`src/rtl/core/cbc_pkg.sv`:
```
package cbc_pkg;

  // Outer speed loop runs once every OuterDivide samples (range 1 to 7)
  localparam logic [2:0] OuterDivide = 3'd5;

  localparam int unsigned CfgWidth = 16;
  localparam int unsigned CfgIdxWidth = 3;
  localparam int unsigned StepWidth = 5;

  // Configuration register indexes
  localparam logic [CfgIdxWidth-1:0] CfgAngleGainP     = 3'd0;
  localparam logic [CfgIdxWidth-1:0] CfgAngleGainBoost = 3'd1;
  localparam logic [CfgIdxWidth-1:0] CfgAngleGainI     = 3'd2;
  localparam logic [CfgIdxWidth-1:0] CfgAngleGainD     = 3'd3;
  localparam logic [CfgIdxWidth-1:0] CfgSpeedGainP     = 3'd4;
  localparam logic [CfgIdxWidth-1:0] CfgSpeedGainI     = 3'd5;
  localparam logic [CfgIdxWidth-1:0] CfgZeroTilt       = 3'd6;

  // Request opcodes
  localparam logic OpCommand = 1'b0;
  localparam logic OpSample  = 1'b1;

  // Remote command codes
  localparam logic [7:0] CmdHalt      = 8'd0;
  localparam logic [7:0] CmdStart     = 8'd1;
  localparam logic [7:0] CmdStop      = 8'd2;
  localparam logic [7:0] CmdSpdTrimUp = 8'd3;
  localparam logic [7:0] CmdSpdTrimDn = 8'd4;
  localparam logic [7:0] CmdTrnTrimUp = 8'd5;
  localparam logic [7:0] CmdTrnTrimDn = 8'd6;
  localparam logic [7:0] CmdTrimClear = 8'd7;
  localparam logic [7:0] CmdForward   = 8'd10;
  localparam logic [7:0] CmdBackward  = 8'd11;
  localparam logic [7:0] CmdSpinLeft  = 8'd12;
  localparam logic [7:0] CmdSpinRight = 8'd13;
  localparam logic [7:0] CmdArcRight  = 8'd14;
  localparam logic [7:0] CmdArcLeft   = 8'd15;
  localparam logic [7:0] CmdStill     = 8'd16;

  // Motor drive codes
  localparam logic [1:0] DriveOff = 2'd0;
  localparam logic [1:0] DriveFwd = 2'd1;
  localparam logic [1:0] DriveRev = 2'd2;

  // Sequencer steps (controller state and datapath command)
  localparam logic [StepWidth-1:0] StIdle   = 5'd0;
  localparam logic [StepWidth-1:0] StDecode = 5'd1;
  localparam logic [StepWidth-1:0] StBase   = 5'd2;
  localparam logic [StepWidth-1:0] StO1     = 5'd3;
  localparam logic [StepWidth-1:0] StO2     = 5'd4;
  localparam logic [StepWidth-1:0] StO3     = 5'd5;
  localparam logic [StepWidth-1:0] StO4     = 5'd6;
  localparam logic [StepWidth-1:0] StO5     = 5'd7;
  localparam logic [StepWidth-1:0] StO6     = 5'd8;
  localparam logic [StepWidth-1:0] StO7     = 5'd9;
  localparam logic [StepWidth-1:0] StO8     = 5'd10;
  localparam logic [StepWidth-1:0] StO9     = 5'd11;
  localparam logic [StepWidth-1:0] StO10    = 5'd12;
  localparam logic [StepWidth-1:0] StO11    = 5'd13;
  localparam logic [StepWidth-1:0] StI1     = 5'd14;
  localparam logic [StepWidth-1:0] StI2     = 5'd15;
  localparam logic [StepWidth-1:0] StI3     = 5'd16;
  localparam logic [StepWidth-1:0] StI4     = 5'd17;
  localparam logic [StepWidth-1:0] StI5     = 5'd18;
  localparam logic [StepWidth-1:0] StI6     = 5'd19;
  localparam logic [StepWidth-1:0] StI7     = 5'd20;
  localparam logic [StepWidth-1:0] StI8     = 5'd21;
  localparam logic [StepWidth-1:0] StI9     = 5'd22;
  localparam logic [StepWidth-1:0] StI10    = 5'd23;
  localparam logic [StepWidth-1:0] StI11    = 5'd24;
  localparam logic [StepWidth-1:0] StI12    = 5'd25;
  localparam logic [StepWidth-1:0] StI13    = 5'd26;
  localparam logic [StepWidth-1:0] StI14    = 5'd27;

  typedef struct packed {
    logic [StepWidth-1:0] step;
    logic                 capture;
  } cbc_cmd_t;

  typedef struct packed {
    logic sample;
    logic outer_due;
  } cbc_status_t;

endpackage

```
`src/rtl/core/cbc_ctrl.sv`:
```
module cbc_ctrl import cbc_pkg::*; (
  input  logic        clk_i,
  input  logic        rst_ni,
  input  logic        in_valid_i,
  output logic        in_ready_o,
  input  logic        out_ready_i,
  output logic        out_valid_o,
  input  cbc_status_t status_i,
  output cbc_cmd_t    cmd_o
);

  logic [StepWidth-1:0] state_d, state_q;
  logic                 out_valid_d, out_valid_q;
  logic                 out_free;

  assign in_ready_o  = (state_q == StIdle);
  assign out_valid_o = out_valid_q;
  assign out_free    = !out_valid_q || out_ready_i;

  assign cmd_o.step    = state_q;
  assign cmd_o.capture = in_ready_o && in_valid_i;

  // Step sequencing
  always_comb begin
    state_d = state_q;
    unique case (state_q)
      StIdle:   if (in_valid_i) state_d = StDecode;
      StDecode: state_d = status_i.sample ? StBase : StIdle;
      StBase:   state_d = status_i.outer_due ? StO1 : StI1;
      StO11:    state_d = StI1;
      // hold before the result step until the output register is free
      StI13:    if (out_free) state_d = StI14;
      StI14:    state_d = StIdle;
      default:  state_d = state_q + 5'd1;
    endcase
  end

  // Output register valid
  always_comb begin
    out_valid_d = out_valid_q;
    if (out_valid_q && out_ready_i) out_valid_d = 1'b0;
    if (state_q == StI14) out_valid_d = 1'b1;
  end

  always_ff @(posedge clk_i or negedge rst_ni) begin
    if (!rst_ni) begin
      state_q     <= StIdle;
      out_valid_q <= 1'b0;
    end else begin
      state_q     <= state_d;
      out_valid_q <= out_valid_d;
    end
  end

endmodule

```
`config.mk`:
```
export PLATFORM = sky130hd
export DESIGN_NAME = cbc_ctrl
export DESIGN_NICKNAME = d
export VERILOG_FILES = /design/src/rtl/core/cbc_pkg.sv /design/src/rtl/core/cbc_ctrl.sv
export SDC_FILE = /design/constraint.sdc
export NUM_CORES = 1
export LEC_CHECK = 0
export BUFFER_PORTS_ARGS = -buffer_cell sky130_fd_sc_hd__buf_2
export CORE_AREA = 4 4 41 43
export CTS_CLUSTER_DIAMETER = 150
export DETAILED_ROUTE_END_ITERATION = 7
export DIE_AREA = 0 0 45 47
export PLACE_DENSITY_LB_ADDON = 0.1
export SETUP_SLACK_MARGIN = 0.2
export SLEW_MARGIN = 20
export SYNTH_ARGS = -nofsm -noshare
export SYNTH_HDL_FRONTEND = slang
export SYNTH_SLANG_ARGS = --single-unit
```
`constraint.sdc`:
```
create_clock -name clk_i -period 4.9 [get_ports clk_i]
set_input_delay 0.98 -clock clk_i [delete_from_list [all_inputs] [get_ports clk_i]]
set_output_delay 0.98 -clock clk_i [all_outputs]
set_load 0.05 [all_outputs]
```
# ---- Word-level counts from Yosys, hierarchy flattened
# Index checks and enable logic that the tools add are counted.
dict set report totals {
  reg_bits 6
  out_inout_bits 8
}
dict set report op_classes {
  n_addsub 1
  eq_ne 7
  muxes 7
  n_reduce_logical 7
}
# operator count
set ops {}
lappend ops {{$pmux 5 s6} 1}
lappend ops {{$eq 5x5->1 const B} 2}
lappend ops {{$mux 5} 2}
lappend ops {{$add 5x1->5 const B} 1}
lappend ops {{$eq 5x1->1 const B} 1}
lappend ops {{$eq 5x2->1 const B} 1}
lappend ops {{$eq 5x4->1 const B} 1}
lappend ops {{$logic_not 5->1} 1}
lappend ops {{$mux 4} 1}
lappend ops {{$ne 2x2->1 const B} 2}
lappend ops {{$logic_and 1x1->1} 2}
lappend ops {{$mux 1} 2}
lappend ops {{$mux 2} 1}
lappend ops {{$reduce_and 2->1} 1}
lappend ops {{$reduce_bool 2->1} 1}
lappend ops {{$logic_not 1->1} 1}
lappend ops {{$logic_or 1x1->1} 1}

# ---- Depth between registers and ports, before layout
dict set report logic_depth {
  word_depth 4
  ltp_mapped 6
}

# ---- Least setup slack after synthesis
# Ideal clock, no wire load.
dict set report synth_path {
  path_type {flip-flop to output port}
  start {register state_q[0]}
  end {output port cmd_o[0] (netlist name)}
  arrival_ns 2.549
  t_required_ns 3.920
  slack_ns 1.371
  path_stages_with_launch 5
  n_path_buf 0
  cell_sequence {dfrtp_1 -> inv_1 -> ha_1 -> nor4b_2 -> and2_1}
}
# element line_no
set synth_lines {}
lappend synth_lines {{from (decl)} cbc_ctrl.sv:12} ;# logic [StepWidth-1:0] state_d, state_q;
lappend synth_lines {{from (signal assigned)} cbc_ctrl.sv:47} ;# state_q <= StIdle;
lappend synth_lines {{from (signal assigned)} cbc_ctrl.sv:50} ;# state_q <= state_d;
lappend synth_lines {{to (decl)} cbc_ctrl.sv:9} ;# output cbc_cmd_t cmd_o

==> results.txt <==
----------------------------------------------------
[Timing]
  Final worst path period share ... 56.7%
  Clock skew ... 0.0127 ns
  Number of max-slew violations in the final report ... 0
  Setup violation total in the final timing report ... 0
  Final critical delay including setup and external delays ... 2.78 ns
  Worst slew pin tran ... 0.467 ns
  Maximum operating frequency ... 360 MHz
  Hold_ws ... 0.528 ns
  Unrepaired setup endpoints after global routing ... false
  Setup TNS Final ... 0 ns
  Relative slew margins ... 68.8%
  Hold violation total from the final report ... 0
  Min setup slack post-route ... 2.12 ns

[GRT]
  Vias in the first global route ... 451
  Initial antenna violation count ... 0
  Pin count of the biggest net entering global routing ... 15
  Global-route wire length before repair ... 2.01 mm
  Global route total overflow ... 0
  Overall Global Routing Usage ... 14.0%

[Floorplan]
  Number of core rows ... 13
  Overall die area ... 2120 µm²
  Number of I/O pins ... 14
  Starting density of the core ... 38.8%
  Core footprint ... 1300 µm²
  Die W ... 45 µm
  Vert. Die Dim ... 47 µm

[CTS]
  Clock tree from TritonCTS ... built
  CTS Root Buffer Type ... sky130_fd_sc_hd__clkbuf_4
  Post-CTS setup buffer count ... 0
  Count of H-tree levels built during CTS ... 1
  Maximum number of buffers from clock root to sink ... 2
  TritonCTS Sinks ... 6
  Clk slew on worst S/H paths ... 0.05 ns
  Inserted Clock Buffers ... 3
  Latest clock arrival within the worst-skew pair ... 0.25 ns
  Post_cts resized ... 0
  Number of hold buffers added after cts ... 0

[Min path]
  Startpoint of the most critical hold path ... out_valid_o$_DFFE_PN0P_
  Path class of the lowest-slack min-delay path ... register to register

[Logic synthesis]
  Post-Syn Instances ... 58
  Synthesis Warnings ... 0
  Cell area after synthesis ... 505 µm²
  Leading area contributor after synthesis ... sky130_fd_sc_hd__dfrtp_1
  Portion of the post-synthesis area used by sequential elements ... 29.7%
  Number of register bits inferred by synthesis ... 6
  Biggest area contributors in the synthesized netlist ... sky130_fd_sc_hd__dfrtp_1 30%, sky130_fd_sc_hd__ha_1 9.9%, sky130_fd_sc_hd__nand3_1 5.0%, sky130_fd_sc_hd__nand2_1 4.5%, sky130_fd_sc_hd__o21ai_1 3.0%
  Average instance area after synthesis ... 8.72 µm²
  Count of unique library cells instantiated by Yosys ... 31
  Fraction of post-synthesis cell area in the top cell type by area ... 29.7%
  Post-synthesis async set-or-reset flop share ... 100%
  Number of synthesized flops with an enable pin ... 0
  Synth top cells by count ... 6 x sky130_fd_sc_hd__dfrtp_1, 6 x sky130_fd_sc_hd__nand2_1, 5 x sky130_fd_sc_hd__nand3_1
  Post-Synthesis Net Count ... 68
  Primary flip-flop cell chosen by synthesis mapping ... sky130_fd_sc_hd__dfrtp_1

[Placed design]
  Placed cell areas ... 572 µm²
  Number of port buffers ... 13
  Pre-CTS worst setup slack ... 2.43 ns
  Half-perimeter wire length after placement ... 958 µm
  Final weighted congestion of routability-driven global placement ... 0.757
  Inst Count DP ... 83

[Drt]
  Routed vias/inst ... 5.71
  Wire length after detailed routing ... 1.29 mm
  Initial detailed-routing violation count ... 15
  Antenna Violating Nets Remaining ... 0
  Initial DRT Pass Iterations ... 4
  Remaining DRCs ... 0
  Via count of the routed design ... 491
  Routed WL per cell ... 15.0 µm

[Worst setup path]
  CP Launch Point ... state_q[0]$_DFFE_PN0P_
  Arrival time reported for the critical path endpoint ... 1.80 ns
  Required @ worst endpoint ... 3.92 ns
  Chain of cells forming the critical path ... inv_1, ha_1, nor4b_2, and2_1, buf_2
  Endpoint type of the worst setup path ... output pin
  Critical-path maximum fanout ... 5
  Maximum cell stage delay along the critical path ... 0.41 ns
  CP Launch Type ... register
  Cell at the slowest stage of the critical path ... sky130_fd_sc_hd__dfrtp_1
  CP Class ... register to output pin
  Launching point of the worst reg2reg path ... state_q[0]$_DFFE_PN0P_

[Run status]
  Outcome ... finished clean

[Cells and area]
  Number of antenna cells inserted ... 0
  Flip-flop and latch area ... 150 µm²
  Post-layout instance count excluding filler cells ... 86
  Combined area of the multi-input logic cells ... 323 µm²
  Layout Area Growth over Synthesis ... 17.6%
  Fraction of final layout cells with drive strength greater than 1 ... 26.8%
  Final Util ... 45.7%
  Number of fill cells ... 141
  Final nets ... 83
  Final instance area ... 594 µm²

[Power]
  VDD IR-drop max ... 0.347 mV
  Total power consumption of the routed design ... 0.483 mW
  Leakage component of the power ... 0.279 nW
  Power per standard cell area ... 813 nW/µm²

[Run]
  Count of max-cap constraint violations ... 0

----------------------------------------------------
worst max-delay path: cells and delay by family, from the launching register on:
| family | cells | cell delay, ns |
|---|---|---|
| flip-flops | 1 | 0.41 |
| AND/OR/NAND/NOR | 2 | 0.57 |
| buffers and inverters | 2 | 0.39 |
| adder cells (fa/ha/maj) | 1 | 0.18 |
state kept, by name, summed over array words and instances (netlist names):
name,cells
out_valid_o,1
state_q,5
per-layer routing:
metal  vias up  global-route usage [%]  routed length, µm
met2        23                    20.9                609
li1        246                       -                  -
met5         -                       0                  0
met4         0                    7.02                 11
met1       220                    17.3                559
met3         2                    5.75                106
report_power, final:
group	internal [mW]	leakage (nW)	switching, mW
combinational	0.107	0.191	0.200
sequential	0.0728	0.0740	0.0561
clock	0.0278	0.0138	0.0198
cells by family after synthesis:
| kind of cell | count (synthesis) | share of synthesized area (%) |
|---|---|---|
| compound gates | 18 | 28.2 |
| xor+xnor | 2 | 3.47 |
| fa+ha+maj | 4 | 9.90 |
| buf+inv | 7 | 6.44 |
| flops | 6 | 29.7 |
| simple gates | 21 | 22.3 |
layout by cell type, fill, tap and decap left out, drive strengths merged, types with 3 or more instances in the layout:
cell / instances
o21ai: 5
ha: 4
nor2: 4
clkbuf: 3
dfrtp: 6
nand3: 5
nand2: 6
buf: 13
inv: 4
area by class of cell:
class                           count  area share [%]
Sequential cell                     6            25.3
Multi-Input combinational cell     45            54.3
Timing Repair Buffer               13            10.9
Inverter                            4            2.53
Clock buffer                        3            3.79
Tap cell                           15            3.16
worst paths after layout:
check	endpoint	slack, ns	cells after the start
min in group asynchronous	out_valid_o$_DFFE_PN0P_	0.54	1
worst max register to register	state_q[0]$_DFFE_PN0P_	3.03	6
max in group asynchronous	state_q[0]$_DFFE_PN0P_	4.20	1
worst min-delay path	out_valid_o$_DFFE_PN0P_	0.53	2
worst max-delay path	cmd_o[0]	2.12	5
worst min register to register	out_valid_o$_DFFE_PN0P_	0.53	2
Power figures use the tool's default switching activity.
